**config.mk**
```make
export PLATFORM = sky130hd
export DESIGN_NAME = rtts_sqr
export DESIGN_NICKNAME = d
export VERILOG_FILES = /design/src/rtt_statistics_unit_top_macros.svh /design/src/rtts_pkg.sv /design/src/rtts_sqr.sv
export SDC_FILE = /design/constraint.sdc
export NUM_CORES = 1
export LEC_CHECK = 0
export BUFFER_PORTS_ARGS = -buffer_cell sky130_fd_sc_hd__buf_2
export CORE_UTILIZATION = 49
export DETAILED_ROUTE_END_ITERATION = 6
export GPL_TIMING_DRIVEN = 0
export HOLD_SLACK_MARGIN = 0.02
export PLACE_DENSITY = 0.7
export SYNTH_ARGS = -nofsm -noshare
export SYNTH_HDL_FRONTEND = slang
export SYNTH_SLANG_ARGS = --single-unit
export TNS_END_PERCENT = 20
```
**constraint.sdc**
```tcl
create_clock -name i_clk -period 8.2 [get_ports i_clk]
set_clock_uncertainty 0.2 [all_clocks]
set_input_delay 2.46 -clock i_clk [delete_from_list [all_inputs] [get_ports i_clk]]
set_output_delay 2.46 -clock i_clk [all_outputs]
set_load 0.02 [all_outputs]
```
**src/rtt_statistics_unit_top_macros.svh**
```systemverilog
// ----------------------------------------------------------------------------
// rtt statistics unit assertion macros
// shared assertion wrappers for the statistics unit
// ----------------------------------------------------------------------------
`ifndef RTT_STATISTICS_UNIT_TOP_MACROS_SVH
`define RTT_STATISTICS_UNIT_TOP_MACROS_SVH

// property checked on every clock edge out of reset
`define RTTS_ASSERT(lbl, clk, rst_n, prop, msg) \
    lbl: assert property (@(posedge clk) disable iff (!rst_n) prop) else $error(msg);

// antecedent in one cycle, consequent in the next
`define RTTS_ASSERT_NEXT(lbl, clk, rst_n, ante, cons, msg) \
    lbl: assert property (@(posedge clk) disable iff (!rst_n) (ante) |=> (cons)) else $error(msg);

`endif

```
**src/rtts_pkg.sv**
```systemverilog
// ----------------------------------------------------------------------------
// rtts_pkg
// types, sizes and width helpers for the round-trip time statistics unit
// ----------------------------------------------------------------------------
package rtts_pkg;

    localparam int MAX_SAMPLES   = 1024;
    localparam int SAMPLE_BITS   = 24;

    localparam int SAMPLE_W      = 24;
    localparam int COUNT_FIELD_W = 11;

    localparam int ADDR_W   = (MAX_SAMPLES > 1) ? $clog2(MAX_SAMPLES) : 1;
    localparam int CNT_W    = $clog2(MAX_SAMPLES + 1);
    localparam int SUM_W    = SAMPLE_BITS + ADDR_W;
    localparam int SQ_W     = 2 * SAMPLE_BITS;
    localparam int ACC_FULL = 2 * SAMPLE_BITS + ADDR_W;
    localparam int ACC_W    = (ACC_FULL > 64) ? 64 : ACC_FULL;
    localparam int NUM_W    = ACC_W;
    localparam int ROOT_W   = (NUM_W + 1) / 2;
    localparam int RAD_W    = 2 * ROOT_W;

    localparam int DIV_STEP_W  = $clog2(NUM_W);
    localparam int SQRT_STEP_W = $clog2(ROOT_W);
    localparam int SQ_STEP_W   = $clog2(SAMPLE_BITS);

    localparam int WIDE_S_W = (SAMPLE_BITS > SAMPLE_W) ? SAMPLE_BITS : SAMPLE_W;
    localparam int WIDE_R_W = (ROOT_W > SAMPLE_W) ? ROOT_W : SAMPLE_W;
    localparam int WIDE_C_W = (CNT_W > COUNT_FIELD_W) ? CNT_W : COUNT_FIELD_W;

    typedef struct packed {
        logic                action;
        logic [SAMPLE_W-1:0] sample_us;
    } t_in_beat;

    typedef struct packed {
        logic [SAMPLE_W-1:0]      min_us;
        logic [SAMPLE_W-1:0]      max_us;
        logic [SAMPLE_W-1:0]      mean_us;
        logic [SAMPLE_W-1:0]      stddev_us;
        logic [COUNT_FIELD_W-1:0] sample_count;
        logic                     empty_res;
        logic                     dropped;
    } t_out_beat;

    typedef enum logic [3:0] {
        S_IDLE,
        S_MEAN,
        S_READ,
        S_SQ_GO,
        S_SQ_WAIT,
        S_VAR_GO,
        S_VAR,
        S_ROOT,
        S_OUT
    } t_state;

    function automatic logic [SAMPLE_BITS-1:0] field_to_sample(input logic [SAMPLE_W-1:0] v);
        logic [WIDE_S_W-1:0] t;
        t = WIDE_S_W'(v);
        return t[SAMPLE_BITS-1:0];
    endfunction

    function automatic logic [SAMPLE_W-1:0] sample_to_field(input logic [SAMPLE_BITS-1:0] v);
        logic [WIDE_S_W-1:0] t;
        t = WIDE_S_W'(v);
        return t[SAMPLE_W-1:0];
    endfunction

    function automatic logic [SAMPLE_W-1:0] root_to_field(input logic [ROOT_W-1:0] v);
        logic [WIDE_R_W-1:0] t;
        t = WIDE_R_W'(v);
        return t[SAMPLE_W-1:0];
    endfunction

    function automatic logic [COUNT_FIELD_W-1:0] count_to_field(input logic [CNT_W-1:0] v);
        logic [WIDE_C_W-1:0] t;
        t = WIDE_C_W'(v);
        return t[COUNT_FIELD_W-1:0];
    endfunction

endpackage

```
**src/rtts_sqr.sv**
```systemverilog
// ----------------------------------------------------------------------------
// rtts_sqr
// bit-serial squarer, one multiplier bit per cycle, msb first
// ----------------------------------------------------------------------------
module rtts_sqr (
    input  logic                            i_clk,
    input  logic                            i_rst_n,
    input  logic                            i_start,
    input  logic [rtts_pkg::SAMPLE_BITS-1:0] i_val,
    output logic                            o_done,
    output logic [rtts_pkg::SQ_W-1:0]       o_prod
);
    import rtts_pkg::*;

    logic                   r_busy;
    logic                   r_done;
    logic [SQ_STEP_W-1:0]   r_step;
    logic [SAMPLE_BITS-1:0] r_mcand;
    logic [SAMPLE_BITS-1:0] r_mplier;
    logic [SQ_W-1:0]        r_prod;

    logic [SQ_W-1:0]        n_prod;

    assign n_prod = {r_prod[SQ_W-2:0], 1'b0}
                  + (r_mplier[SAMPLE_BITS-1] ? SQ_W'(r_mcand) : '0);

    always_ff @(posedge i_clk) begin
        if (!i_rst_n) begin
            r_busy <= 1'b0;
            r_done <= 1'b0;
            r_step <= '0;
        end else begin
            r_done <= 1'b0;
            if (i_start) begin
                r_busy <= 1'b1;
                r_step <= '0;
            end else if (r_busy) begin
                r_step <= r_step + 1'b1;
                if (r_step == SQ_STEP_W'(SAMPLE_BITS - 1)) begin
                    r_busy <= 1'b0;
                    r_done <= 1'b1;
                end
            end
        end
    end

    always_ff @(posedge i_clk) begin
        if (i_start) begin
            r_mcand  <= i_val;
            r_mplier <= i_val;
            r_prod   <= '0;
        end else if (r_busy) begin
            r_mplier <= {r_mplier[SAMPLE_BITS-2:0], 1'b0};
            r_prod   <= n_prod;
        end
    end

    assign o_done = r_done;
    assign o_prod = r_prod;

endmodule

```
==> impl_metrics.py <==
metrics = {
    "clock_tree": {
        "postCtsSetupBuffers": 0,
        "path_clk_slew_ns": 0.07,
        "clk_path_buf_depth": 2,
        "cts_sinks": 103,
        "cts.htree.levels": 3,
        "ctsResizeCount": 0,
        "cts_hold_buf": 0,
        "clock_latency_ns": 0.37,
        "cts_tree": "built",
        "cts_root_buf": "clkbuf_16",
        "numCtsBuffers": 9,
    },
    "placement": {
        "gp_congestion": 0.905,
        "io_buffer_count": 75,
        "hpwl_um": 11500,
    },
    "power": {
        "p_sw_share_pct": 28.0,
        "p_total_mw": 1.33,
        "p_int_mw": 0.956,
        "irDropWorstVdd_uv": 157,
        "p_seq_share_pct": 46.0,
        "p_clk_share_pct": 36.4,
        "power_switching_mw": 0.372,
        "combinationalPowerShare_pct": 17.6,
        "power_density_mw_per_mm2": 194,
        "p_leak_nw": 2.64,
    },
    "grt": {
        "grt_pass1_wl_um": 25500,
        "grt_max_degree": 26,
        "grt_pass1_vias": 5029,
        "overflow": 0,
        "grt_usage_pct": 26.0,
        "antenna_found_initial": 0,
    },
    "yosys": {
        "ys_seq_area_share_pct": 42.7,
        "syn-num-nets": 664,
        "synth-seq-cells": 103,
        "yosys.cell_types.count": 76,
        "syn-cell-area_mm2": 0.00595,
        "synthFlopType": "dfxtp_1",
        "syn_inst": 612,
        "yosys_warnings": 0,
        "avgSynthCellArea_um2": 9.72,
        "synth_edf_count": 48,
        "synthArstFlopShare_pct": 0,
    },
    "timing": {
        "setup_viol": 0,
        "post-route-period-util_pct": 61.3,
        "relSlewSlack_pct": 27.2,
        "rsz0062_at_grt": "no",
        "post-route-min-period_ns": 5.03,
        "hold_viol_final": 0,
        "setup_tns_ns": 0,
        "fmax_ghz": 0.199,
        "tightest_slew_ns": 1.09,
        "slew_viol_final": 0,
    },
    "worst_setup_path": {
        "cp_max_fo": 25,
        "slowest_stage": "nand2_1",
        "worst-path-buf-inv": 4,
        "cp_data_arrival_time_ns": 4.81,
        "crit_top_cell": "clkbuf_1",
        "critical_path.cell_chain": "buf_2 -> clkbuf_1 -> inv_1 -> clkbuf_1 -> nand2_1",
        "cpLargestDelayFamily": "buffers and inverters",
        "required_ns": 7.98,
        "critPathKind": "primary input to register",
        "crit_path_start_kind": "primary input",
        "crit_path_end_kind": "register",
        "max_stage_delay_ns": 0.90,
    },
    "die": {
        "die_x_um": 112,
        "die_h_um": 112,
        "rows": 39,
        "core_area_mm2": 0.0116,
        "ioPinCount": 76,
        "start_util_pct": 51.2,
        "design.die.area_mm2": 0.0126,
    },
    "route": {
        "wl_met2_um": 7290,
        "wl_met1_um": 6910,
        "dr_wl_met3_um": 1030,
        "routedWlPerCell_um": 18.8,
        "num_vias": 5156,
        "drt_iter0_drc": 371,
        "wl_um": 15900,
        "vias_per_cell": 6.09,
        "dr.pass1.iters": 7,
        "drcViolationCount": 5,
        "ant_nets": 0,
        "highest_layer": "met4",
    },
    "finish": {
        "utilization_pct": 58.9,
        "fin_nets": 750,
        "drive_gt1_share_pct": 20.6,
        "antennaDiodeCount": 0,
        "area_growth_pct": 14.9,
    },
    "min_path": {
        "min_path_type": "register to register",
    },
    "status": {
        "run_status": "finished with violations",
        "violations": "design-rule violations",
    },
    "flow_run": {
        "cap_violations": 0,
    },
}
==> path summary, 6_finish.rpt <==
path,slack (ns),endpoint,from,cells after the start
worst max-delay path,3.17,r_mplier[19]$_DFFE_PP_,i_start,5
worst min-delay path,0.30,o_prod[14]$_SDFFE_PP0P_,o_prod[14]$_SDFFE_PP0P_,2
worst max register to register,4.35,o_prod[23]$_SDFFE_PP0P_,r_mplier[23]$_DFFE_PP_,10
worst min register to register,0.30,o_prod[14]$_SDFFE_PP0P_,o_prod[14]$_SDFFE_PP0P_,2
==> registers in the layout, summed over array words and instances (netlist names) <==
signal,flops
r_busy,1
r_step,5
o_prod,48
r_mplier,24
r_mcand,24
o_done,1
==> cell usage after synthesis, drive strengths merged (2+ instances only) <==
| cell type | number | share of area (%) |
|---|---|---|
| dfxtp | 55 | 19 |
| o211ai | 12 | 1.5 |
| ha | 24 | 5.0 |
| nor4b | 2 | 0.29 |
| a211oi | 22 | 3.3 |
| buf | 8 | 0.95 |
| nand2b | 3 | 0.32 |
| and3 | 12 | 1.3 |
| nor2b | 5 | 0.53 |
| nand3 | 19 | 1.7 |
| o311ai | 3 | 0.44 |
| xnor2 | 15 | 2.2 |
| nand4b | 2 | 0.29 |
| nor3b | 3 | 0.38 |
| edfxtp | 48 | 24 |
| nor3 | 20 | 1.7 |
| nor2 | 49 | 3.1 |
| a21oi | 37 | 3.1 |
| or3 | 5 | 0.69 |
| mux2 | 23 | 4.4 |
| o2111a | 3 | 0.57 |
| a31oi | 4 | 0.42 |
| a21o | 10 | 1.3 |
| or4 | 6 | 0.76 |
| a21boi | 3 | 0.38 |
| o221ai | 3 | 0.44 |
| mux2i | 8 | 1.3 |
| o21ai | 25 | 2.1 |
| o21a | 10 | 1.3 |
| and2b | 2 | 0.29 |
| and2 | 26 | 2.8 |
| nand3b | 6 | 0.76 |
| nand4 | 14 | 1.6 |
| a311oi | 3 | 0.44 |
| inv | 16 | 1.0 |
| clkbuf | 23 | 1.7 |
| a31o | 2 | 0.29 |
| xor2 | 4 | 0.59 |
| a2111oi | 9 | 2.0 |
| nor4 | 4 | 0.42 |
| nand2 | 46 | 2.9 |
==> cell families (layout without fill, tap and decap cells) <==
kind of cell | Yosys count | in the layout | synth area share (%)
AOI/OAI and AO/OA | 158 | 158 | 19.4
xor gates and xnor gates | 19 | 19 | 2.80
adders and majority gates | 25 | 25 | 5.38
buffers and inverters | 49 | 140 | 3.85
DFF | 103 | 103 | 42.7
muxes | 31 | 31 | 5.70
and+or+nand+nor | 227 | 227 | 20.1
==> per-stage QoR <==
step / instances / cell area, µm² / hold WS, ns / setup slack, ns
3_5_place_dp: 830 / 6500 / 0.286 / 2.78
3_3_place_gp: 830 / 6500 / 0.273 / 2.82
6_report: 846 / 6840 / 0.301 / 3.17
2_1_floorplan: 612 / 5950 / 0.267 / 4.08
4_1_cts: 846 / 6840 / 0.302 / 3.16
5_1_grt: 846 / 6840 / 0.327 / 3.01
==> power groups by stage <==
| stage | Sequential, mW | Clock [mW] | Combinational (mW) |
|---|---|---|---|
| floorplan | 0.635 | 0 | 0.141 |
| global placement | 0.619 | 0 | 0.227 |
| detailed placement | 0.621 | 0 | 0.231 |
| CTS | 0.610 | 0.492 | 0.233 |
| global route | 0.616 | 0.506 | 0.256 |
| finish | 0.611 | 0.484 | 0.234 |
==> cells in the final DEF (no fill, tap or decap), drive strengths merged, types with 3 or more instances in the layout <==
cell type and instances:
o311ai 3, o21a 10, mux2 23, o21ai 25, nor3 20, nand3 19
nand3b 6, nor4 4, mux2i 8, a2111oi 9, o221ai 3, xnor2 15
nand2b 3, nor3b 3, edfxtp 48, clkbuf 34, and2 26, nor2 49
nor2b 5, a21boi 3, a21oi 37, and3 12, a211oi 22, dfxtp 55
or3 5, buf 83, o2111a 3, inv 17, a311oi 3, o211ai 12
a21o 10, nand2 46, ha 24, or4 6, clkinv 3, nand4 14
xor2 4, a31oi 4
==> cell type report <==
type / count / area (µm²)
clock buffer: 11 / 253
fill: 1070 / 4780
tap: 143 / 179
sequential: 103 / 2540
multi-input combinational: 460 / 3180
clock inverter: 5 / 78.8
buffer: 32 / 165
inverter: 17 / 63.8
timing repair buffer: 75 / 375
==> worst min-delay path: cells and delay by family, from the launching register on <==
kind,cells,cell delay (ns)
AND/OR/NAND/NOR,1,0.07
flip-flops,1,0.34
AO/OA/AOI/OAI,1,0.05
==> routing by layer <==
metal	vias up	global-route usage, %
met5	-	0
met3	54	6.32
li1	2467	-
met2	196	42.3
met4	0	13.4
met1	2439	32.2
(Power assumes the default switching activity.)
