File: src/rtt_statistics_unit_top_macros.svh
// ----------------------------------------------------------------------------
// rtt statistics unit assertion macros
// shared assertion wrappers for the statistics unit
// ----------------------------------------------------------------------------
`ifndef RTT_STATISTICS_UNIT_TOP_MACROS_SVH
`define RTT_STATISTICS_UNIT_TOP_MACROS_SVH

// property checked on every clock edge out of reset
`define RTTS_ASSERT(lbl, clk, rst_n, prop, msg) \
    lbl: assert property (@(posedge clk) disable iff (!rst_n) prop) else $error(msg);

// antecedent in one cycle, consequent in the next
`define RTTS_ASSERT_NEXT(lbl, clk, rst_n, ante, cons, msg) \
    lbl: assert property (@(posedge clk) disable iff (!rst_n) (ante) |=> (cons)) else $error(msg);

`endif

File: src/rtts_pkg.sv
// ----------------------------------------------------------------------------
// rtts_pkg
// types, sizes and width helpers for the round-trip time statistics unit
// ----------------------------------------------------------------------------
package rtts_pkg;

    localparam int MAX_SAMPLES   = 1024;
    localparam int SAMPLE_BITS   = 24;

    localparam int SAMPLE_W      = 24;
    localparam int COUNT_FIELD_W = 11;

    localparam int ADDR_W   = (MAX_SAMPLES > 1) ? $clog2(MAX_SAMPLES) : 1;
    localparam int CNT_W    = $clog2(MAX_SAMPLES + 1);
    localparam int SUM_W    = SAMPLE_BITS + ADDR_W;
    localparam int SQ_W     = 2 * SAMPLE_BITS;
    localparam int ACC_FULL = 2 * SAMPLE_BITS + ADDR_W;
    localparam int ACC_W    = (ACC_FULL > 64) ? 64 : ACC_FULL;
    localparam int NUM_W    = ACC_W;
    localparam int ROOT_W   = (NUM_W + 1) / 2;
    localparam int RAD_W    = 2 * ROOT_W;

    localparam int DIV_STEP_W  = $clog2(NUM_W);
    localparam int SQRT_STEP_W = $clog2(ROOT_W);
    localparam int SQ_STEP_W   = $clog2(SAMPLE_BITS);

    localparam int WIDE_S_W = (SAMPLE_BITS > SAMPLE_W) ? SAMPLE_BITS : SAMPLE_W;
    localparam int WIDE_R_W = (ROOT_W > SAMPLE_W) ? ROOT_W : SAMPLE_W;
    localparam int WIDE_C_W = (CNT_W > COUNT_FIELD_W) ? CNT_W : COUNT_FIELD_W;

    typedef struct packed {
        logic                action;
        logic [SAMPLE_W-1:0] sample_us;
    } t_in_beat;

    typedef struct packed {
        logic [SAMPLE_W-1:0]      min_us;
        logic [SAMPLE_W-1:0]      max_us;
        logic [SAMPLE_W-1:0]      mean_us;
        logic [SAMPLE_W-1:0]      stddev_us;
        logic [COUNT_FIELD_W-1:0] sample_count;
        logic                     empty_res;
        logic                     dropped;
    } t_out_beat;

    typedef enum logic [3:0] {
        S_IDLE,
        S_MEAN,
        S_READ,
        S_SQ_GO,
        S_SQ_WAIT,
        S_VAR_GO,
        S_VAR,
        S_ROOT,
        S_OUT
    } t_state;

    function automatic logic [SAMPLE_BITS-1:0] field_to_sample(input logic [SAMPLE_W-1:0] v);
        logic [WIDE_S_W-1:0] t;
        t = WIDE_S_W'(v);
        return t[SAMPLE_BITS-1:0];
    endfunction

    function automatic logic [SAMPLE_W-1:0] sample_to_field(input logic [SAMPLE_BITS-1:0] v);
        logic [WIDE_S_W-1:0] t;
        t = WIDE_S_W'(v);
        return t[SAMPLE_W-1:0];
    endfunction

    function automatic logic [SAMPLE_W-1:0] root_to_field(input logic [ROOT_W-1:0] v);
        logic [WIDE_R_W-1:0] t;
        t = WIDE_R_W'(v);
        return t[SAMPLE_W-1:0];
    endfunction

    function automatic logic [COUNT_FIELD_W-1:0] count_to_field(input logic [CNT_W-1:0] v);
        logic [WIDE_C_W-1:0] t;
        t = WIDE_C_W'(v);
        return t[COUNT_FIELD_W-1:0];
    endfunction

endpackage

File: src/rtts_sqrt.sv
// ----------------------------------------------------------------------------
// rtts_sqrt
// digit-by-digit integer square root, one root bit per cycle
// ----------------------------------------------------------------------------
module rtts_sqrt (
    input  logic                       i_clk,
    input  logic                       i_rst_n,
    input  logic                       i_start,
    input  logic [rtts_pkg::NUM_W-1:0]  i_rad,
    output logic                       o_done,
    output logic [rtts_pkg::ROOT_W-1:0] o_root
);
    import rtts_pkg::*;

    logic                   r_busy;
    logic                   r_done;
    logic [SQRT_STEP_W-1:0] r_step;
    logic [RAD_W-1:0]       r_rad;
    logic [ROOT_W-1:0]      r_rem;
    logic [ROOT_W-1:0]      r_root;

    logic [ROOT_W+1:0]      shifted;
    logic [ROOT_W+1:0]      trial;
    logic                   ge;
    logic [ROOT_W+1:0]      n_rem;

    assign shifted = {r_rem, r_rad[RAD_W-1:RAD_W-2]};
    assign trial   = {r_root, 2'b01};
    assign ge      = shifted >= trial;
    assign n_rem   = ge ? (shifted - trial) : shifted;

    always_ff @(posedge i_clk) begin
        if (!i_rst_n) begin
            r_busy <= 1'b0;
            r_done <= 1'b0;
            r_step <= '0;
        end else begin
            r_done <= 1'b0;
            if (i_start) begin
                r_busy <= 1'b1;
                r_step <= '0;
            end else if (r_busy) begin
                r_step <= r_step + 1'b1;
                if (r_step == SQRT_STEP_W'(ROOT_W - 1)) begin
                    r_busy <= 1'b0;
                    r_done <= 1'b1;
                end
            end
        end
    end

    // remainder stays below 2^ROOT_W until the final step
    always_ff @(posedge i_clk) begin
        if (i_start) begin
            r_rad  <= RAD_W'(i_rad);
            r_rem  <= '0;
            r_root <= '0;
        end else if (r_busy) begin
            r_rad  <= {r_rad[RAD_W-3:0], 2'b00};
            r_rem  <= n_rem[ROOT_W-1:0];
            r_root <= {r_root[ROOT_W-2:0], ge};
        end
    end

    assign o_done = r_done;
    assign o_root = r_root;

endmodule

File: config.mk
export PLATFORM = sky130hd
export DESIGN_NAME = rtts_sqrt
export DESIGN_NICKNAME = d
export VERILOG_FILES = /design/src/rtt_statistics_unit_top_macros.svh /design/src/rtts_pkg.sv /design/src/rtts_sqrt.sv
export SDC_FILE = /design/constraint.sdc
export NUM_CORES = 1
export LEC_CHECK = 0
export BUFFER_PORTS_ARGS = -buffer_cell sky130_fd_sc_hd__buf_2
export CORE_MARGIN = 4
export CORE_UTILIZATION = 50
export DETAILED_ROUTE_END_ITERATION = 10
export PLACE_DENSITY = 0.71
export SYNTH_ARGS = -nofsm -noshare
export SYNTH_HDL_FRONTEND = slang
export SYNTH_SLANG_ARGS = --single-unit
File: constraint.sdc
create_clock -name i_clk -period 2.7 [get_ports i_clk]
set_input_delay 0.405 -clock i_clk [delete_from_list [all_inputs] [get_ports i_clk]]
set_output_delay 0.405 -clock i_clk [all_outputs]
set_load 0.02 [all_outputs]
==> results of run 1 <==
-- registers in the layout, indices dropped and copies added, names as in the netlist --
register  cells
o_done        1
o_root       29
r_busy        1
r_rad        58
r_rem        29
r_step        5
-- metal layers --
layer  GRT usage  up-vias  part of all wire
li1            -     2785                 -
met1       0.265     2767              0.42
met2       0.357      201              0.49
met3      0.0682       27             0.075
met4      0.0778        0             0.014
met5           0        -                 0
-- stage by stage --
step           setup TNS [ns]  power, mW  std cells  setup WS, ns  area [sq um]
2_1_floorplan               0       5.70        672        0.0192          6910
3_3_place_gp                0       6.85        979        0.0315          7930
3_5_place_dp           -0.180       6.93        979        -0.124          7930
4_1_cts               -0.0164       9.27       1011       -0.0164          8530
5_1_grt                -0.354       10.4       1022       -0.0748          8800
6_report                    0       9.87       1022        0.0628          8800
-- synthesized netlist by cell type (all sizes together) (4+ instances only) --
cell type / number
o211a: 5
buf: 13
o211ai: 6
and2: 6
dfxtp: 65
a21o: 7
mux2i: 30
a211oi: 8
nor2: 73
edfxtp: 58
o21ai: 40
mux2: 58
xor2: 12
and3: 13
nand4: 6
inv: 43
a311oi: 17
a21oi: 30
o21a: 4
nor4: 8
a31oi: 8
xnor2: 13
or4: 4
nor2b: 5
clkbuf: 23
nand2: 25
nand2b: 4
nand3: 25
ha: 33
-- power by group --
part | switching (mW) | internal [mW]
combinational | 2.81 | 2.40
clock | 0.835 | 1.44
sequential | 0.162 | 2.22
total | 3.80 | 6.07
-- timing repair --
action / 4_1_cts / 5_1_grt
cloned: 0 / 0
setup buffers: 0 / 11
pin swaps: 0 / 21
setup endpoints to repair: 3 / 30
gates resized for setup: 2 / 43
-- final cells by class --
cell class | count | area, sq um | share of cell area
Clock buffer | 20 | 437 | 0.0496
Multi-Input combinational cell | 470 | 3600 | 0.409
Sequential cell | 123 | 3050 | 0.347
Timing Repair Buffer | 178 | 1180 | 0.134
Inverter | 43 | 161 | 0.0183
Tap cell | 176 | 220 | 0.0250
Clock inverter | 12 | 150 | 0.0171
-- logic make-up (layout without fill, tap and decap cells) --
logic type               after synthesis  after routing  share of synthesized area
AO/OA/AOI/OAI                        143            143                      0.140
XOR/XNOR                              25             25                     0.0317
adder cells (fa/ha/maj)               33             33                     0.0598
buffers and inverters                 79            253                     0.0624
flip-flops                           123            123                      0.441
multiplexers                          88             88                      0.138
AND/OR/NAND/NOR                      181            181                      0.127
-- final timing paths --
| check | end | cells past startpoint | slack, ns |
|---|---|---|---|
| setup / recovery | r_rem[1] | 10 | 0.06 |
| hold / removal | r_busy | 2 | 0.24 |
| setup reg to reg | r_rem[1] | 10 | 0.06 |
| hold reg to reg | r_rem[19] | 2 | 0.51 |
-- worst register-to-register path: stages, from the launching register on --
cell and delay [ns]:
dfxtp_2 0.33, inv_1 0.04, ha_1 0.30, nand4_1 0.14
or3_4 0.41, or4_4 0.49, nand3_2 0.09, and2_4 0.20
buf_6 0.14, nor4_1 0.06, a311o_1 0.33
==> impl_metrics.csv, run 1 <==
group,metric,value,unit
pwr,p_leak,3.70,nW
synthesis,ys_seq_elements,123,
setup_path,cp_data_arrival_time,2.94,ns
synthesis,synth_area_per_cell,10.3,sq um
cells_and_area,fin_nets,927,
sta,worst_pin_slew,0.878,ns
synthesis,yosysWarnings,0,
setup_path,worstSetupPathType,"reg -> reg",
detailed_routing,ant_nets,0,
place,io_buffers,90,
detailed_routing,viasPerCell,5.66,
setup_path,worstReg2RegStart,"o_root[19]",
sta,period_share,0.977,
floorplan,io_pins,91,
detailed_routing,dr.pass1.iters,5,
hold_path,hold_path.startpoint,"i_rst_n",
global_routing,gr-total-overflow,0,
cells_and_area,fin_util,0.657,
cells_and_area,layout.filler_cells,1065,
sta,max_freq,379,MHz
sta,whs,0.240,ns
synthesis,yosys.area.top_type,"edfxtp_1",
cells_and_area,mostFrequentLayoutCells,"buf_2, buf_4, nor2_1",
global_routing,grt_antenna_before_repair,0,
setup_path,slowest_stage,"or4_4",
clocking,clk_path_buf_depth,2,
clocking,insertion_delay,0.42,ns
clocking,clkSinkCount,123,
floorplan,fp.dieW,125,um
pwr,powerDensity,1120,nW/um^2
synthesis,yosysTopAreaCellShare,0.252,
sta,rsz0062_at_grt,"yes",
synthesis,synthCells,672,
synthesis,synthArstFlopShare,0,
clocking,ctsHoldBuffers,0,
clocking,htreeDepth,4,
setup_path,cp_top_family,"simple AND/OR/NAND/NOR gates",
place,hpwl,12200,um
detailed_routing,wl,17300,um
hold_path,hold_class,"in -> reg",
global_routing,first_global_vias,5749,
clocking,cts_buffers,17,
cells_and_area,area_delta_synth_final,27.5,%
cells_and_area,drive_gt1_frac,0.364,
floorplan,die_h,125,um
sta,clock_skew,0.00709,ns
setup_path,critical-path-max-stage-delay,0.49,ns
setup_path,cp_cell_sequence,"inv_1, ha_1, nand4_1, or3_4, or4_4, nand3_2, and2_4, buf_6, nor4_1, a311o_1",
setup_path,cp-end-kind,"register",
clocking,cts_tree,"done",
run_status,outcome,"completed",
floorplan,core.rowCount,42,
synthesis,ys_types,60,
floorplan,fp.dieArea,15700,sq um
setup_path,crit_buf_inv,2,
setup_path,setup.worst_path.start,"o_root[19]",
synthesis,synthFlopType,"dfxtp_1",
clocking,cts.reportedPaths.clkPinSlew,0.06,ns
setup_path,cp_max_fo,8,
synthesis,synth_area_leaders,"edfxtp_1, dfxtp_1, mux2_2",
synthesis,synth-edff-count,58,
global_routing,grt_max_degree,44,
global_routing,grt_first_pass_wirelength,28000,um
clocking,cts_root_buffer,"clkbuf_16",
detailed_routing,initialDrtViolationCount,312,
detailed_routing,drc,0,
cells_and_area,antennaDiodeCount,0,
floorplan,core_area,13400,sq um
sta,final_hold_viol_count,0,
job,drv_cap,0,
setup_path,required,3.00,ns
setup_path,startpoint_type,"register",
global_routing,grt.total_usage,0.216,
synthesis,yosysSeqAreaShare,0.441,
pwr,ir_drop,0.000801,V
detailed_routing,vias,5780,
place,gp_congestion,0.913,
floorplan,initial_utilization,0.515,
synthesis,synth_area,6900,sq um
cells_and_area,layout_commonest_cell,"buf_2",
sta,period_minus_slack,2.64,ns
sta,slew_viol_final,0,
detailed_routing,wl_per_cell,16.9,um
synthesis,syn-num-nets,766,
sta,setup_viol_count_final,0,
sta,slew_headroom,0.414,
Power figures use the tool's default switching activity.
==> run 2: changes to the inputs <==
CORE_UTILIZATION = 30   (was 50)
PLACE_DENSITY = 0.47   (was 0.71)
==> impl_metrics.csv, run 2 (synthesis gave the netlist of run 1 again) <==
group,metric,value,unit
place,gp_congestion,0.835,
place,hpwl,12700,um
setup_path,cp_data_arrival_time,2.95,ns
floorplan,io_pins,91,
floorplan,initial_utilization,0.305,
sta,period_minus_slack,2.65,ns
setup_path,required,3.00,ns
pwr,p_total,10.1,mW
global_routing,gr-total-overflow,0,
detailed_routing,dr.pass1.iters,4,
clocking,cts_buffers,17,
cells_and_area,drive_gt1_frac,0.377,
setup_path,cp_cell_sequence,"inv_1, ha_4, nor2b_2, o31a_1, o211ai_1, o221a_2, o211ai_1, a211o_1, o211ai_1, o21ai_1",
sta,clock_skew,0.0136,ns
sta,whs,0.213,ns
sta,period_share,0.980,
clocking,cts_root_buffer,"clkbuf_16",
pwr,powerDensity,1120,nW/um^2
setup_path,slowest_stage,"a211o_1",
cells_and_area,mostFrequentLayoutCells,"buf_2, buf_4, nor2_1",
place,io_buffers,90,
global_routing,first_global_vias,5855,
clocking,clk_path_buf_depth,2,
cells_and_area,layout.filler_cells,2218,
setup_path,cp_top_family,"compound AO/OA/AOI/OAI gates",
sta,worst_pin_slew,0.697,ns
sta,setup_viol_count_final,0,
setup_path,startpoint_type,"register",
global_routing,grt_antenna_before_repair,0,
pwr,p_leak,3.72,nW
global_routing,grt_max_degree,113,
pwr,ir_drop,0.000647,V
setup_path,path_common_cell,"o211ai_1",
cells_and_area,layout_commonest_cell,"buf_2",
cells_and_area,top_register,"r_rad",
detailed_routing,wl,18400,um
detailed_routing,drc,0,
clocking,htreeDepth,4,
clocking,cts_tree,"done",
floorplan,fp.dieW,160,um
job,drv_cap,0,
sta,final_hold_viol_count,0,
floorplan,die_h,160,um
setup_path,crit_buf_inv,1,
detailed_routing,ant_nets,0,
floorplan,core_area,22600,sq um
run_status,outcome,"completed",
cells_and_area,fin_util,0.400,
detailed_routing,vias,5721,
clocking,insertion_delay,0.43,ns
hold_path,hold_class,"in -> reg",
clocking,ctsHoldBuffers,0,
floorplan,core.rowCount,55,
detailed_routing,viasPerCell,5.07,
setup_path,cp-end-kind,"register",
detailed_routing,wl_per_cell,16.3,um
cells_and_area,instances_no_fill,1129,
sta,rsz0062_at_grt,"yes",
hold_path,hold_path.startpoint,"i_rst_n",
cells_and_area,register_area,3060,sq um
setup_path,setup.worst_path.start,"o_root[0]",
floorplan,fp.dieArea,25500,sq um
cells_and_area,largest_reg_flops,58,
place,dpl.cell_count,1091,
cells_and_area,area_delta_synth_final,31.2,%
setup_path,worstReg2RegStart,"o_root[0]",
cells_and_area,fin_nets,925,
clocking,clkSinkCount,123,
sta,slew_headroom,0.535,
detailed_routing,initialDrtViolationCount,327,
sta,max_freq,378,MHz
clocking,cts.reportedPaths.clkPinSlew,0.07,ns
setup_path,worstSetupPathType,"reg -> reg",
cells_and_area,antennaDiodeCount,0,
setup_path,cp_max_fo,4,
global_routing,grt_first_pass_wirelength,29300,um
cells_and_area,multi_input_area,3660,sq um
global_routing,grt.total_usage,0.140,
sta,slew_viol_final,0,
setup_path,critical-path-max-stage-delay,0.35,ns
==> run 2: cell types whose count changed in the layout (fill, tap and decap cells not counted), moves of 4 or more <==
| cell | delta |
|---|---|
| o21ai_1 | -4 |
| ha_4 | +4 |
| ha_1 | -5 |
| inv_8 | +6 |
| inv_6 | +5 |
| buf_4 | -5 |
==> run 2: per-stage QoR <==
step	TNS [ns]	worst slack, ns	area [sq um]
detailed placement	-1.48	-0.127	8100
CTS	0	0.00300	8740
global route	-0.244	-0.0656	9060
global placement	-0.963	-0.0915	8100
floorplan	0	0.0192	6910
finish	0	0.0533	9060
==> run 2: report_power, final <==
| part | total (mW) | internal [mW] | switching, mW |
|---|---|---|---|
| Clock | 2.35 | 1.33 | 1.02 |
| Combinational | 5.40 | 2.57 | 2.83 |
| Sequential | 2.38 | 2.22 | 0.165 |
==> run 2: cell type report <==
cell class,instances,share of cell area
repair buffers,176,0.135
multi-input cells,470,0.405
flip-flops and latches,123,0.338
inverters,43,0.0178
clock inverters,15,0.0191
well taps,285,0.0394
clock buffers,17,0.0470
==> run 2: final timing paths <==
path	slack [ns]	endpoint	depth (start not counted)
min reg2reg	0.50	r_rem[10]	2
max	0.05	r_rem[26]	10
max reg2reg	0.05	r_rem[26]	10
min	0.21	r_busy	2
==> run 2: timing repair <==
| action | in CTS | in global routing |
|---|---|---|
| resized for setup | 6 | 49 |
| cloned | 0 | 2 |
| setup endpoints to repair | 23 | 28 |
| pin swaps | 4 | 26 |
| buffers inserted | 2 | 2 |
==> run 2: per-layer routing <==
metal / vias up / share of wire / global-route usage
li1: 2805 / - / -
met1: 2739 / 0.44 / 0.167
met2: 148 / 0.47 / 0.235
met3: 29 / 0.072 / 0.0498
met4: 0 / 0.021 / 0.0446
met5: - / 0 / 0
==> run 3: changes to the inputs <==
ABC_AREA = 1   (was default)
==> impl_metrics.csv, run 3 <==
group,metric,value,unit
global_routing,grt.total_usage,0.149,
global_routing,grt_max_degree,64,
detailed_routing,ant_nets,0,
global_routing,grt_first_pass_wirelength,31000,um
synthesis,yosysWarnings,0,
pwr,powerDensity,1350,nW/um^2
run_status,outcome,"completed",
floorplan,fp.dieW,160,um
detailed_routing,initialDrtViolationCount,352,
sta,setup_viol_count_final,0,
cells_and_area,area_delta_synth_final,19.2,%
setup_path,startpoint_type,"register",
clocking,cts_root_buffer,"clkbuf_16",
synthesis,yosysMostFrequentCell,"nand2_1",
global_routing,grt_antenna_before_repair,1,
floorplan,die_h,160,um
synthesis,synth-edff-count,58,
sta,worst_pin_slew,0.838,ns
clocking,post_cts_buffers,0,
pwr,ir_drop,0.000687,V
cells_and_area,fin_nets,1134,
cells_and_area,layout_commonest_cell,"nand2_1",
floorplan,fp.dieArea,25700,sq um
sta,setup_ws,0.379,ns
global_routing,first_global_vias,6149,
clocking,clk_path_buf_depth,2,
synthesis,syn-num-nets,1045,
clocking,insertion_delay,0.42,ns
cells_and_area,instances_no_fill,1338,
synthesis,synth_area_leaders,"edfxtp_1, nand2_1, dfxtp_1",
setup_path,worstSetupPathType,"reg -> reg",
hold_path,hold_path.startpoint,"i_rad[1]",
floorplan,core.rowCount,55,
setup_path,worstReg2RegStart,"o_root[7]",
sta,period_share,0.860,
place,gp_congestion,0.965,
clocking,cts_buffers,17,
synthesis,ys_seq_elements,123,
job,drv_cap,0,
sta,tns,0,ns
cells_and_area,register_area,3040,sq um
synthesis,synth_area_per_cell,7.31,sq um
clocking,cts.reportedPaths.clkPinSlew,0.06,ns
cells_and_area,largest_reg_flops,58,
place,hpwl,13400,um
synthesis,synthFlopType,"dfxtp_1",
detailed_routing,wl_per_cell,13.8,um
sta,slew_viol_final,0,
cells_and_area,fin_util,0.365,
synthesis,synthArstFlopShare,0,
synthesis,yosysTopAreaCellShare,0.251,
synthesis,ys_types,39,
pwr,p_leak,4.17,nW
sta,max_freq,431,MHz
detailed_routing,drc,0,
place,dpl.cell_count,1306,
floorplan,io_pins,91,
clocking,cts_tree,"done",
setup_path,cp-end-kind,"register",
sta,whs,0.237,ns
cells_and_area,antennaDiodeCount,0,
synthesis,synthCells,951,
synthesis,synth_common_cells,"nand2_1, inv_1, nor2_1",
clocking,ctsHoldBuffers,0,
setup_path,cp_data_arrival_time,2.62,ns
floorplan,initial_utilization,0.306,
synthesis,yosys.area.top_type,"edfxtp_1",
cells_and_area,drive_gt1_frac,0.150,
detailed_routing,wl,18500,um
pwr,p_total,11.2,mW
synthesis,synth_area,6950,sq um
cells_and_area,mostFrequentLayoutCells,"nand2_1, inv_1, buf_2",
sta,slew_headroom,0.441,
setup_path,setup.worst_path.start,"o_root[7]",
place,place_ws,0.388,ns
cells_and_area,layout.filler_cells,2487,
clocking,cts_resized,0,
cells_and_area,fin_area,8290,sq um
detailed_routing,dr.pass1.iters,4,
clocking,clkSinkCount,123,
clocking,htreeDepth,4,
synthesis,yosysSeqAreaShare,0.438,
place,io_buffers,90,
cells_and_area,top_register,"r_rad",
cells_and_area,multi_input_area,3300,sq um
sta,rsz0062_at_grt,"no",
hold_path,hold_class,"in -> reg",
setup_path,cp_max_fo,47,
sta,clock_skew,0.0105,ns
setup_path,required,3.00,ns
sta,final_hold_viol_count,0,
detailed_routing,viasPerCell,4.50,
place,placed_cell_area,7700,sq um
global_routing,gr-total-overflow,0,
sta,period_minus_slack,2.32,ns
floorplan,core_area,22700,sq um
detailed_routing,vias,6016,
-- run 3: changes by cell type after synthesis, moves of 17 or more --
cell,delta
mux2_2,-58
nand2_1,+344
inv_1,+79
mux2i_1,-30
a311oi_1,-17
o22ai_1,+29
-- run 3: worst max-delay path: stages, from the launching register on --
cell and delay [ns]:
dfxtp_1 0.32, inv_1 0.07, ha_1 0.36, nand2_2 0.10, nor2_2 0.25, nand2_1 0.12
nor2_1 0.11, nand4_1 0.11, nand3_2 0.12, buf_12 0.23, inv_2 0.15, nor2_1 0.16
o21ai_0 0.09
-- run 3: kinds of logic (layout without fill, tap and decap cells) --
kind of cell,after synthesis,after routing,share of synthesized area
flip-flops,123,123,0.438
AO/OA/AOI/OAI,119,119,0.101
XOR/XNOR,16,16,0.0202
buffers and inverters,154,256,0.0878
adder cells (fa/ha/maj),33,33,0.0594
AND/OR/NAND/NOR,506,506,0.294
-- run 3: worst paths after layout --
kind                                  end  depth (start not counted)  slack, ns
worst max-delay path            r_rem[23]                         12       0.38
worst min-delay path             r_rad[1]                          3       0.24
worst max register to register  r_rem[23]                         12       0.38
worst min register to register  r_rem[28]                          2       0.46
-- run 3: where the power goes --
part	switching [mW]	total, mW	leakage, nW	internal, mW
combinational	4.30	6.47	2.76	2.18
sequential	0.169	2.41	1.12	2.24
clock	0.959	2.33	0.288	1.38
total	5.42	11.2	4.17	5.79
-- run 3: final cells by class --
type                            count  area share
Timing Repair Buffer               99      0.0640
Clock buffer                       17      0.0513
Inverter                          125      0.0568
Tap cell                          285      0.0430
Sequential cell                   123       0.367
Clock inverter                     15      0.0196
Multi-Input combinational cell    674       0.398
-- run 3: layer usage --
layer | wire length, um | vias up | GRT usage
met2 | 8340 | 121 | 0.245
met1 | 8950 | 2649 | 0.196
met5 | 9 | - | 0
li1 | - | 3222 | -
met3 | 924 | 22 | 0.0385
met4 | 270 | 2 | 0.0387
