## src/rtt_statistics_unit_top_macros.svh

```systemverilog
// ----------------------------------------------------------------------------
// rtt statistics unit assertion macros
// shared assertion wrappers for the statistics unit
// ----------------------------------------------------------------------------
`ifndef RTT_STATISTICS_UNIT_TOP_MACROS_SVH
`define RTT_STATISTICS_UNIT_TOP_MACROS_SVH

// property checked on every clock edge out of reset
`define RTTS_ASSERT(lbl, clk, rst_n, prop, msg) \
    lbl: assert property (@(posedge clk) disable iff (!rst_n) prop) else $error(msg);

// antecedent in one cycle, consequent in the next
`define RTTS_ASSERT_NEXT(lbl, clk, rst_n, ante, cons, msg) \
    lbl: assert property (@(posedge clk) disable iff (!rst_n) (ante) |=> (cons)) else $error(msg);

`endif

```

## src/rtts_pkg.sv

```systemverilog
// ----------------------------------------------------------------------------
// rtts_pkg
// types, sizes and width helpers for the round-trip time statistics unit
// ----------------------------------------------------------------------------
package rtts_pkg;

    localparam int MAX_SAMPLES   = 1024;
    localparam int SAMPLE_BITS   = 24;

    localparam int SAMPLE_W      = 24;
    localparam int COUNT_FIELD_W = 11;

    localparam int ADDR_W   = (MAX_SAMPLES > 1) ? $clog2(MAX_SAMPLES) : 1;
    localparam int CNT_W    = $clog2(MAX_SAMPLES + 1);
    localparam int SUM_W    = SAMPLE_BITS + ADDR_W;
    localparam int SQ_W     = 2 * SAMPLE_BITS;
    localparam int ACC_FULL = 2 * SAMPLE_BITS + ADDR_W;
    localparam int ACC_W    = (ACC_FULL > 64) ? 64 : ACC_FULL;
    localparam int NUM_W    = ACC_W;
    localparam int ROOT_W   = (NUM_W + 1) / 2;
    localparam int RAD_W    = 2 * ROOT_W;

    localparam int DIV_STEP_W  = $clog2(NUM_W);
    localparam int SQRT_STEP_W = $clog2(ROOT_W);
    localparam int SQ_STEP_W   = $clog2(SAMPLE_BITS);

    localparam int WIDE_S_W = (SAMPLE_BITS > SAMPLE_W) ? SAMPLE_BITS : SAMPLE_W;
    localparam int WIDE_R_W = (ROOT_W > SAMPLE_W) ? ROOT_W : SAMPLE_W;
    localparam int WIDE_C_W = (CNT_W > COUNT_FIELD_W) ? CNT_W : COUNT_FIELD_W;

    typedef struct packed {
        logic                action;
        logic [SAMPLE_W-1:0] sample_us;
    } t_in_beat;

    typedef struct packed {
        logic [SAMPLE_W-1:0]      min_us;
        logic [SAMPLE_W-1:0]      max_us;
        logic [SAMPLE_W-1:0]      mean_us;
        logic [SAMPLE_W-1:0]      stddev_us;
        logic [COUNT_FIELD_W-1:0] sample_count;
        logic                     empty_res;
        logic                     dropped;
    } t_out_beat;

    typedef enum logic [3:0] {
        S_IDLE,
        S_MEAN,
        S_READ,
        S_SQ_GO,
        S_SQ_WAIT,
        S_VAR_GO,
        S_VAR,
        S_ROOT,
        S_OUT
    } t_state;

    function automatic logic [SAMPLE_BITS-1:0] field_to_sample(input logic [SAMPLE_W-1:0] v);
        logic [WIDE_S_W-1:0] t;
        t = WIDE_S_W'(v);
        return t[SAMPLE_BITS-1:0];
    endfunction

    function automatic logic [SAMPLE_W-1:0] sample_to_field(input logic [SAMPLE_BITS-1:0] v);
        logic [WIDE_S_W-1:0] t;
        t = WIDE_S_W'(v);
        return t[SAMPLE_W-1:0];
    endfunction

    function automatic logic [SAMPLE_W-1:0] root_to_field(input logic [ROOT_W-1:0] v);
        logic [WIDE_R_W-1:0] t;
        t = WIDE_R_W'(v);
        return t[SAMPLE_W-1:0];
    endfunction

    function automatic logic [COUNT_FIELD_W-1:0] count_to_field(input logic [CNT_W-1:0] v);
        logic [WIDE_C_W-1:0] t;
        t = WIDE_C_W'(v);
        return t[COUNT_FIELD_W-1:0];
    endfunction

endpackage

```

## src/rtts_div.sv

```systemverilog
// ----------------------------------------------------------------------------
// rtts_div
// restoring divider, one quotient bit per cycle
// ----------------------------------------------------------------------------
module rtts_div (
    input  logic                      i_clk,
    input  logic                      i_rst_n,
    input  logic                      i_start,
    input  logic [rtts_pkg::NUM_W-1:0] i_num,
    input  logic [rtts_pkg::CNT_W-1:0] i_den,
    output logic                      o_done,
    output logic [rtts_pkg::NUM_W-1:0] o_quo
);
    import rtts_pkg::*;

    logic                  r_busy;
    logic                  r_done;
    logic [DIV_STEP_W-1:0] r_step;
    logic [NUM_W-1:0]      r_quo;
    logic [CNT_W-1:0]      r_rem;
    logic [CNT_W-1:0]      r_den;

    logic [CNT_W:0]        trial;
    logic                  ge;
    logic [CNT_W:0]        diff;

    assign trial = {r_rem, r_quo[NUM_W-1]};
    assign ge    = trial >= {1'b0, r_den};
    assign diff  = trial - {1'b0, r_den};

    always_ff @(posedge i_clk) begin
        if (!i_rst_n) begin
            r_busy <= 1'b0;
            r_done <= 1'b0;
            r_step <= '0;
        end else begin
            r_done <= 1'b0;
            if (i_start) begin
                r_busy <= 1'b1;
                r_step <= '0;
            end else if (r_busy) begin
                r_step <= r_step + 1'b1;
                if (r_step == DIV_STEP_W'(NUM_W - 1)) begin
                    r_busy <= 1'b0;
                    r_done <= 1'b1;
                end
            end
        end
    end

    always_ff @(posedge i_clk) begin
        if (i_start) begin
            r_quo <= i_num;
            r_rem <= '0;
            r_den <= i_den;
        end else if (r_busy) begin
            r_quo <= {r_quo[NUM_W-2:0], ge};
            r_rem <= ge ? diff[CNT_W-1:0] : trial[CNT_W-1:0];
        end
    end

    assign o_done = r_done;
    assign o_quo  = r_quo;

endmodule

```

## config.mk

```make
export PLATFORM = sky130hd
export DESIGN_NAME = rtts_div
export DESIGN_NICKNAME = d
export VERILOG_FILES = /design/src/rtt_statistics_unit_top_macros.svh /design/src/rtts_pkg.sv /design/src/rtts_div.sv
export SDC_FILE = /design/constraint.sdc
export NUM_CORES = 1
export LEC_CHECK = 0
export ABC_CLOCK_PERIOD_IN_PS = 2680
export BUFFER_PORTS_ARGS = -buffer_cell sky130_fd_sc_hd__buf_2
export CAP_MARGIN = 20
export CORE_MARGIN = 1
export CORE_UTILIZATION = 51
export DETAILED_ROUTE_END_ITERATION = 10
export PLACE_DENSITY_LB_ADDON = 0.25
export SYNTH_ARGS = -nofsm -noshare
export SYNTH_HDL_FRONTEND = slang
export SYNTH_SLANG_ARGS = --single-unit
```

## constraint.sdc

```tcl
create_clock -name i_clk -period 2.68 [get_ports i_clk]
set_input_delay 0.268 -clock i_clk [delete_from_list [all_inputs] [get_ports i_clk]]
set_output_delay 0.268 -clock i_clk [all_outputs]
set_load 0.1 [all_outputs]
```

==> results of run 1 <==
-- kinds of logic (layout without fill, tap and decap cells) --
kind of cell,Yosys count,after routing,share of synthesized area
adder cells (fa/ha/maj),14,14,0.0433
buffers and inverters,28,169,0.0279
flip-flops,88,88,0.581
XOR/XNOR,9,9,0.0187
AO/OA/AOI/OAI,44,44,0.0783
multiplexers,64,64,0.170
AND/OR/NAND/NOR,59,59,0.0801
-- worst max-delay path, cell delays in order (launching register included) --
cell,delay [ns]
edfxtp_1,0.39
inv_1,0.09
ha_2,0.19
fa_2,0.21
nor2b_1,0.06
o31a_1,0.33
o21ai_4,0.25
o21ai_4,0.14
buf_4,0.19
nor4bb_1,0.13
or3_1,0.37
-- final timing paths --
kind | startpoint | endpoint | depth (start not counted)
max | o_quo[57]$_DFFE_PP_ | r_rem[1]$_SDFFE_PP0P_ | 10
min | i_den[8] | r_den[8]$_DFFE_PP_ | 1
max reg2reg | o_quo[57]$_DFFE_PP_ | r_rem[1]$_SDFFE_PP0P_ | 10
min reg2reg | r_step[5]$_SDFFE_PP0P_ | o_done$_SDFF_PP0_ | 2
-- flip-flops by register name, summed over array words and instances, names as in the netlist --
name / cells
o_quo: 58
r_den: 11
r_rem: 11
r_step: 6
o_done: 1
r_busy: 1
-- layout make-up --
cell class / instances / area (um2) / area share
Clock buffer: 11 / 131 / 0.0251
Clock inverter: 5 / 55.1 / 0.0105
Inverter: 15 / 56.3 / 0.0108
Multi-Input combinational cell: 190 / 1680 / 0.320
Sequential cell: 88 / 2450 / 0.468
Tap cell: 102 / 128 / 0.0244
Timing Repair Buffer: 138 / 738 / 0.141
-- metal layers --
metal | share of wire | vias to the layer above
met5 | 0 | -
met4 | 0.023 | 0
met3 | 0.053 | 17
met2 | 0.50 | 92
met1 | 0.42 | 1416
li1 | - | 1429
-- per-stage QoR --
step                      instances  area [um2]  total power [mW]  utilization
after CTS                       549        5240              3.95        0.667
after floorplan                 306        4250              2.81            -
after global routing            549        5240              4.08        0.667
final                           549        5240              3.93        0.667
after global placement          533        5050              3.04        0.644
after detailed placement        533        5050              3.06        0.644
-- synth_stat cells, types with 2 or more instances --
library cell,instances
a211oi_1,8
a21oi_1,7
a311oi_1,2
buf_1,5
clkbuf_1,6
dfxtp_1,19
edfxtp_1,69
ha_1,13
inv_1,15
mux2_2,58
mux2i_1,5
nand2_1,10
nand2b_1,5
nand4_1,3
nor2_1,19
nor2b_1,2
nor3_1,3
nor4_1,2
nor4b_1,2
nor4bb_1,3
o211ai_1,3
o21a_1,3
o21ai_0,8
o22ai_1,2
o31a_1,3
o31ai_1,2
or3_1,2
xnor2_1,6
xor2_1,3
-- where the power goes --
part / leakage (nW) / switching [mW] / total [mW] / internal (mW)
Combinational: 1.23 / 0.991 / 1.33 / 0.342
Clock: 0.0914 / 0.467 / 0.898 / 0.431
Sequential: 0.847 / 0.0685 / 1.70 / 1.63
==> flow_summary_export.csv, run 1 <==
group,metric,value,unit
clock_tree,cts_max_level,3,
clock_tree,post_cts_buffers,0,
clock_tree,ctsResizeCount,0,
global_routing,top_usage_layer,"met2",
place,routabilityCongestion,0.903,
yosys,synth_edf_count,69,
sta,min_period_over_period,0.925,
setup_path,crit_type,"flop to flop",
setup_path,cp_max_fo,6,
global_routing,grt_use_total,0.216,
sta,slew_headroom,0.614,
sta,setup_ws,0.200,ns
sta,setup_tns,0,ns
global_routing,grt_max_degree,86,
clock_tree,clkSlewWorstSetupHoldPaths,0.09,ns
final_layout,n_antenna_cell,0,
floorplanning,die_w,92.9,um
yosys,syn-instance-count,306,
global_routing,grt.overflow.total,0,
route,drt_iter0_markers,128,
route,avgRoutedWirePerCell,16.1,um
place,port_buffers,130,
clock_tree,clk-insertion-delay-late,0.35,ns
final_layout,finalNetCount,528,
final_layout,fill_cells,615,
route,antenna_left,0,
clock_tree,numCtsBuffers,9,
floorplanning,die_h,92.9,um
clock_tree,root_buffer,"clkbuf_8",
sta,setup_viol,0,
global_routing,antenna_found_initial,0,
clock_tree,clock_sinks,88,
sta,drv_slew,0,
floorplanning,core_area,0.00785,mm2
sta,worstMarginPinSlew,0.579,ns
yosys,syn_area,0.00422,mm2
yosys,synthFlopType,"edfxtp_1",
setup_path,worstSetupEndpointType,"flop",
route,vias,2954,
clock_tree,clk_path_buf_depth,2,
yosys,syn_area_per_cell,13.8,um2
clock_tree,cts_tree,"done",
yosys,async_flop_share,0,
power_and_ir_drop,vdd_drop_max,0.479,mV
yosys,yosysSeqAreaShare,0.581,
floorplanning,initial_core_util,0.537,
place,dp_hpwl,6320,um
sta,fin_crit,2.48,ns
sta,fmax,0.403,GHz
final_layout,area_growth,24.2,%
final_layout,drive_above_1_share,0.494,
yosys,synth_seq_cells,88,
global_routing,use_met3,0.0575,
final_layout,layout_commonest_cell,"buf_2",
power_and_ir_drop,p_leak,2.17,nW
global_routing,grt_pass1_vias,3000,
route,drt-vias-per-instance,5.38,
sta,final_hold_viol_count,0,
global_routing,grt_pass1_wl,14100,um
route,remaining_drc_errors,0,
final_layout,final_cell_mix,"129 x buf_2, 69 x edfxtp_1, 57 x mux2_2, 19 x nor2_1, 19 x dfxtp_1",
status,status,"finished clean",
setup_path,crit_path_start_kind,"flop",
sta,skew,0.0108,ns
clock_tree,cts_hold_buffers,0,
floorplanning,io-pin-count,131,
sta,rsz0062_at_grt,"no",
yosys,synth_top_cell_by_area,"edfxtp_1",
sta,whs,0.0909,ns
setup_path,critPathRequiredTime,2.91,ns
power_and_ir_drop,p_per_area,750,mW/mm2
global_routing,use_met1,0.269,
min_path,worstHoldPathType,"input pin to flop",
job,cap_violations,0,
floorplanning,rows,32,
place,dp_slack,0.225,ns
setup_path,reg2reg_slack,0.20,ns
yosys,syn-num-nets,392,
yosys,yosys_warnings,0,
yosys,synthTopCellsByArea,"edfxtp_1 49%, mux2_2 15%, dfxtp_1 9.0%",
route,drtPass1Iterations,5,
setup_path,crit_arrival,2.71,ns
yosys,synth_top_area_share,0.491,
floorplanning,die-area,0.00864,mm2
global_routing,globalRouteMet2Util,0.352,
route,wirelength,8820,um
yosys,yosys.cell_types.count,47,
(Power assumes the default switching activity.)
==> inputs of run 2 (changes only) <==
CORE_MARGIN = 5   (was 1)
==> run 2 against run 1 <==
Effect of this change:
- register-to-register slack worse by 0.05 ns
- clock skew about the same
- sequential cell count unchanged
- first-iteration DRC count down 19%
- cell count unchanged
- sequential share of layout area up 0.30 points
- die area up 18%
- maximum frequency down 2.1%
- global-route usage down 3.9 points
- critical path type unchanged
- critical endpoint is now r_rem[0]$_SDFFE_PP0P_
==> flow_summary_export.csv, run 2 (same netlist as run 1, synthesis figures left out) <==
group,metric,value,unit
sta,fmax,0.395,GHz
power_and_ir_drop,p_leak,2.14,nW
setup_path,path_buf_inv,0,
power_and_ir_drop,combPwrFrac,0.340,
power_and_ir_drop,p_per_area,738,mW/mm2
clock_tree,ctsResizeCount,0,
route,drt_iter0_markers,104,
setup_path,cp_max_fo,14,
clock_tree,cts_hold_buffers,0,
place,dp_hpwl,6480,um
clock_tree,clk_path_buf_depth,2,
min_path,worstHoldPathType,"input pin to flop",
global_routing,antenna_found_initial,0,
sta,skew,0.0105,ns
power_and_ir_drop,switching_share,0.402,
setup_path,r2r_cells,8,
global_routing,grt_use_total,0.177,
route,vias,2877,
sta,whs,0.0897,ns
final_layout,n_antenna_cell,0,
clock_tree,clkSlewWorstSetupHoldPaths,0.09,ns
setup_path,crit_family,"compound AO/OA/AOI/OAI gates",
power_and_ir_drop,seqPwrFrac,0.443,
setup_path,path_depth,8,
route,avgRoutedWirePerCell,16.1,um
setup_path,crit_path_start_kind,"flop",
sta,setup_tns,0,ns
final_layout,finalNetCount,525,
route,drt-vias-per-instance,5.24,
setup_path,path_cells,"ha_2, fa_2, nor2b_1, o31a_1, o21ai_4, o21ai_4, mux2_4, a211oi_2",
power_and_ir_drop,p_switching,1.54,mW
sta,min_period_over_period,0.945,
sta,worstMarginPinSlew,0.713,ns
final_layout,multiInputGateArea,0.00168,mm2
sta,drv_slew,0,
final_layout,layout_commonest_cell,"buf_2",
sta,setup_viol,0,
final_layout,fill_cells,625,
floorplanning,rows,33,
sta,fin_crit,2.53,ns
power_and_ir_drop,vdd_drop_max,0.456,mV
power_and_ir_drop,p_int,2.30,mW
route,antenna_left,0,
setup_path,cpMostUsedCell,"o21ai_4",
global_routing,grt.overflow.total,0,
place,routabilityCongestion,0.850,
floorplanning,die_w,101,um
final_layout,largest_register_ffs,58,
power_and_ir_drop,pwr-share-clk,0.218,
clock_tree,numCtsBuffers,9,
sta,slew_headroom,0.524,
global_routing,grt_pass1_vias,2976,
setup_path,crit_type,"flop to flop",
setup_path,cp_slowest_cell,"o21ai_4",
clock_tree,cts_tree,"done",
global_routing,grt_max_degree,59,
final_layout,fin_util,0.640,
final_layout,seqCellArea,0.00245,mm2
floorplanning,core_area,0.00813,mm2
min_path,holdPathStages,1,
place,port_buffers,130,
clock_tree,clk-insertion-delay-late,0.35,ns
setup_path,crit_arrival,2.81,ns
route,drtPass1Iterations,4,
final_layout,final_cell_mix,"129 x buf_2, 69 x edfxtp_1, 57 x mux2_2, 19 x nor2_1, 19 x dfxtp_1",
job,cap_violations,0,
floorplanning,initial_core_util,0.519,
sta,rsz0062_at_grt,"no",
setup_path,critPathRequiredTime,2.96,ns
setup_path,worstSetupEndpointType,"flop",
final_layout,area_growth,23.4,%
final_layout,drive_above_1_share,0.493,
route,wirelength,8870,um
floorplanning,die-area,0.0102,mm2
setup_path,cpPeakStageDelay,0.47,ns
clock_tree,root_buffer,"clkbuf_8",
floorplanning,io-pin-count,131,
sta,final_hold_viol_count,0,
clock_tree,post_cts_buffers,0,
floorplanning,die_h,101,um
global_routing,grt_pass1_wl,14200,um
clock_tree,cts_max_level,3,
route,remaining_drc_errors,0,
status,status,"finished clean",
clock_tree,clock_sinks,88,
run 2: worst reg2reg max path, delay by kind of cell, from the launching register on:
family	cells	cell delay, ns
DFF	1	0.38
AOI/OAI and AO/OA	4	1.02
adders and majority gates	2	0.56
and+or+nand+nor	1	0.16
muxes	1	0.35
run 2: final timing paths:
path                           end  slack, ns                   start
max          r_rem[0]$_SDFFE_PP0P_       0.15      r_den[0]$_DFFE_PP_
min             r_den[8]$_DFFE_PP_       0.09                i_den[8]
max reg2reg  r_rem[0]$_SDFFE_PP0P_       0.15      r_den[0]$_DFFE_PP_
min reg2reg      o_done$_SDFF_PP0_       0.49  r_step[5]$_SDFFE_PP0P_
run 2: layout make-up:
type	instances	area share
Sequential cell	88	0.471
Clock inverter	6	0.00842
Clock buffer	10	0.0245
Multi-Input combinational cell	190	0.322
Timing Repair Buffer	135	0.138
Inverter	15	0.0108
Tap cell	105	0.0252
run 2: stage by stage:
step / instances / total power [mW] / setup WS [ns] / cell area, um2
detailed placement: 533 / 3.04 / 0.147 / 5030
global placement: 533 / 3.02 / 0.224 / 5030
floorplan: 306 / 2.81 / -0.189 / 4250
CTS: 549 / 3.88 / 0.125 / 5200
finish: 549 / 3.84 / 0.147 / 5200
global route: 549 / 4.00 / 0.0206 / 5200
run 2: power by group through the flow:
| stage | sequential, mW | clock [mW] | combinational [mW] |
|---|---|---|---|
| floorplan | 2.40 | 0 | 0.417 |
| global route | 1.72 | 0.914 | 1.37 |
| global placement | 1.73 | 0 | 1.30 |
| finish | 1.70 | 0.836 | 1.30 |
| CTS | 1.70 | 0.862 | 1.31 |
| detailed placement | 1.73 | 0 | 1.31 |
run 2: routing by layer:
metal | global-route usage | wire (um) | up-vias
met1 | 0.226 | 3850 | 1379
met3 | 0.0554 | 511 | 5
met2 | 0.291 | 4420 | 72
li1 | - | - | 1421
met4 | 0.0521 | 84 | 0
met5 | 0 | 0 | -
==> inputs of run 3 (changes only) <==
ABC_AREA = 1   (was default)
CORE_UTILIZATION = 52   (was 51)
==> run 3 against run 2 <==
Effect of this change:
- die area is 3.2% higher
- sequential power hardly changed
- sequential cell count stayed put
- critical path type unchanged
==> flow_summary_export.csv, run 3 <==
group,metric,value,unit
setup_path,reg2reg_to,"o_quo[0]$_DFFE_PP_",
route,avgRoutedWirePerCell,14.0,um
clock_tree,cts_hold_buffers,0,
clock_tree,ctsResizeCount,0,
sta,fin_crit,2.18,ns
final_layout,stdcell_count,751,
setup_path,cp_slowest_cell,"edfxtp_1",
yosys,synth_fa_ha_area_frac,0.0410,
global_routing,grt_use_total,0.213,
route,vias,3771,
final_layout,layout_commonest_cell,"nand2_1",
yosys,yosysSeqAreaShare,0.551,
setup_path,crit_type,"flop to flop",
yosys,syn_area,0.00445,mm2
route,wirelength,10500,um
route,drtPass1Iterations,4,
place,routabilityCongestion,0.898,
setup_path,reg2reg_slack,0.50,ns
yosys,synth_top_family_by_area,"simple AND/OR/NAND/NOR gates",
clock_tree,root_buffer,"clkbuf_8",
yosys,synthSimpleGateAreaFrac,0.320,
yosys,synthMuxAreaShare,0,
setup_path,path_cells,"inv_1, ha_1, fa_1, inv_1, nand3_1, nand3_2, nand2_2, nand4_4, nand2_1, nand2_1",
yosys,yosys_warnings,0,
yosys,synth-compound-area-share,0.0121,
power_and_ir_drop,power,3.66,mW
final_layout,drive_above_1_share,0.269,
min_path,worstHoldPathType,"input pin to flop",
yosys,synthTopCellsByArea,"edfxtp_1 47%, nand2_1 21%, dfxtp_1 8.5%",
setup_path,worstSetupEndpointType,"flop",
setup_path,crit_arrival,2.28,ns
final_layout,final_cell_mix,"244 x nand2_1, 130 x buf_2, 69 x edfxtp_1, 50 x inv_1, 25 x nand3_1",
yosys,syn-num-nets,602,
yosys,synth_edf_count,69,
global_routing,grt_max_degree,50,
floorplanning,die_h,103,um
clock_tree,post_cts_buffers,0,
yosys,yosys.cell_types.count,32,
global_routing,antenna_found_initial,0,
min_path,min_from,"i_den[0]",
sta,final_hold_viol_count,0,
clock_tree,clk_path_buf_depth,2,
clock_tree,clkSlewWorstSetupHoldPaths,0.09,ns
place,dp.cells,735,
yosys,syn-instance-count,516,
final_layout,n_antenna_cell,0,
floorplanning,die_w,103,um
clock_tree,clk-insertion-delay-late,0.36,ns
sta,drv_slew,0,
sta,skew,0.0146,ns
sta,whs,0.0893,ns
yosys,synthXorXnorAreaFrac,0.00590,
yosys,synthFlopType,"edfxtp_1",
yosys,syn_area_per_cell,8.63,um2
global_routing,grt_pass1_wl,17500,um
sta,slew_headroom,0.414,
route,drt_iter0_markers,163,
setup_path,critPathRequiredTime,2.79,ns
final_layout,seqCellArea,0.00245,mm2
route,antenna_left,0,
sta,setup_viol,0,
job,cap_violations,0,
setup_path,worstReg2RegStart,"o_quo[57]$_DFFE_PP_",
status,status,"finished clean",
min_path,min_to,"r_den[0]$_DFFE_PP_",
route,drt-vias-per-instance,5.02,
floorplanning,die-area,0.0105,mm2
floorplanning,io-pin-count,131,
setup_path,cpPeakStageDelay,0.39,ns
floorplanning,initial_core_util,0.537,
yosys,synthMostInstantiatedCell,"nand2_1",
yosys,synth_top_cell_by_area,"edfxtp_1",
clock_tree,cts_tree,"done",
sta,setup_tns,0,ns
global_routing,grt_pass1_vias,3753,
setup_path,crit_path_start_kind,"flop",
floorplanning,core_area,0.00830,mm2
power_and_ir_drop,vdd_drop_max,0.409,mV
sta,min_period_over_period,0.813,
final_layout,multiInputGateArea,0.00169,mm2
yosys,synth_seq_cells,88,
final_layout,finalNetCount,727,
yosys,synth_common_cells,"244 x nand2_1, 69 x edfxtp_1, 51 x inv_1, 25 x nand3_1, 19 x dfxtp_1",
clock_tree,cts_max_level,3,
floorplanning,rows,33,
setup_path,cp_max_fo,12,
sta,rsz0062_at_grt,"no",
sta,setup_ws,0.502,ns
sta,worstMarginPinSlew,0.876,ns
global_routing,grt.overflow.total,0,
yosys,synth_top_area_share,0.465,
final_layout,fill_cells,733,
place,port_buffers,130,
place,dp_slack,0.496,ns
clock_tree,numCtsBuffers,9,
sta,fmax,0.459,GHz
place,dp_hpwl,7680,um
clock_tree,clock_sinks,88,
power_and_ir_drop,p_leak,2.75,nW
route,remaining_drc_errors,0,
power_and_ir_drop,p_per_area,682,mW/mm2
setup_path,r2r_cells,10,
min_path,holdPathStages,1,
final_layout,largest_register_ffs,58,
final_layout,area_growth,20.6,%
yosys,async_flop_share,0,
==> run 3: cell types whose count changed in the layout (fill, tap and decap cells not counted), moves of 6 or more <==
| cell | change |
|---|---|
| nand2_1 | +234 |
| nand3_1 | +24 |
| nand3_2 | +6 |
| nand4_1 | +12 |
| mux2_2 | -57 |
| inv_1 | +35 |
| a211oi_1 | -7 |
| o21ai_0 | -7 |
| nand2_2 | +10 |
==> run 3: where the power goes <==
part	internal, mW	switching (mW)	total (mW)	leakage (nW)
Clock	0.437	0.492	0.929	0.101
Sequential	1.61	0.0588	1.67	0.857
Combinational	0.181	0.886	1.07	1.79
==> run 3: final cells by class <==
class | count | share of cell area
flip-flops and latches | 88 | 0.457
multi-input cells | 355 | 0.314
repair buffers | 134 | 0.131
inverters | 53 | 0.0371
well taps | 105 | 0.0245
clock buffers | 10 | 0.0238
clock inverters | 6 | 0.0124
==> run 3: worst max path at each step <==
stage,cells after the start,slack [ns],to,startpoint
floorplan,12,0.16,r_rem[0]$_SDFFE_PP0P_,o_quo[57]$_DFFE_PP_
global placement,10,0.60,o_quo[0]$_DFFE_PP_,o_quo[57]$_DFFE_PP_
detailed placement,10,0.50,o_quo[0]$_DFFE_PP_,o_quo[57]$_DFFE_PP_
CTS,10,0.47,o_quo[0]$_DFFE_PP_,o_quo[57]$_DFFE_PP_
global route,10,0.30,o_quo[0]$_DFFE_PP_,o_quo[57]$_DFFE_PP_
finish,10,0.50,o_quo[0]$_DFFE_PP_,o_quo[57]$_DFFE_PP_
==> run 3: routing by layer <==
layer  GRT usage  vias to the layer above  wire (um)
met4      0.0585                        0        171
li1            -                     1897          -
met2       0.356                      130       5240
met5           0                        -          0
met3      0.0724                       10        770
met1       0.265                     1734       4360
==> run 3: cells by family after synthesis <==
logic type                 count (synthesis)
and+or+nand+nor                          329
DFF                                       88
buffers and inverters                     73
adders and majority gates                 14
AOI/OAI and AO/OA                          9
xor gates and xnor gates                   3
==> run 3: per-stage QoR <==
| step | instance area [um2] | util |
|---|---|---|
| 6_report | 5370 | 0.647 |
| 5_1_grt | 5370 | 0.647 |
| 4_1_cts | 5370 | 0.647 |
| 3_5_place_dp | 5170 | 0.624 |
| 3_3_place_gp | 5170 | 0.624 |
| 2_1_floorplan | 4450 | - |
==> run 3: critical path, delay by kind of cell, from the launching register on <==
kind / cells / cell delay, ns
DFF: 1 / 0.39
and+or+nand+nor: 6 / 0.98
adders and majority gates: 2 / 0.41
buffers and inverters: 2 / 0.17
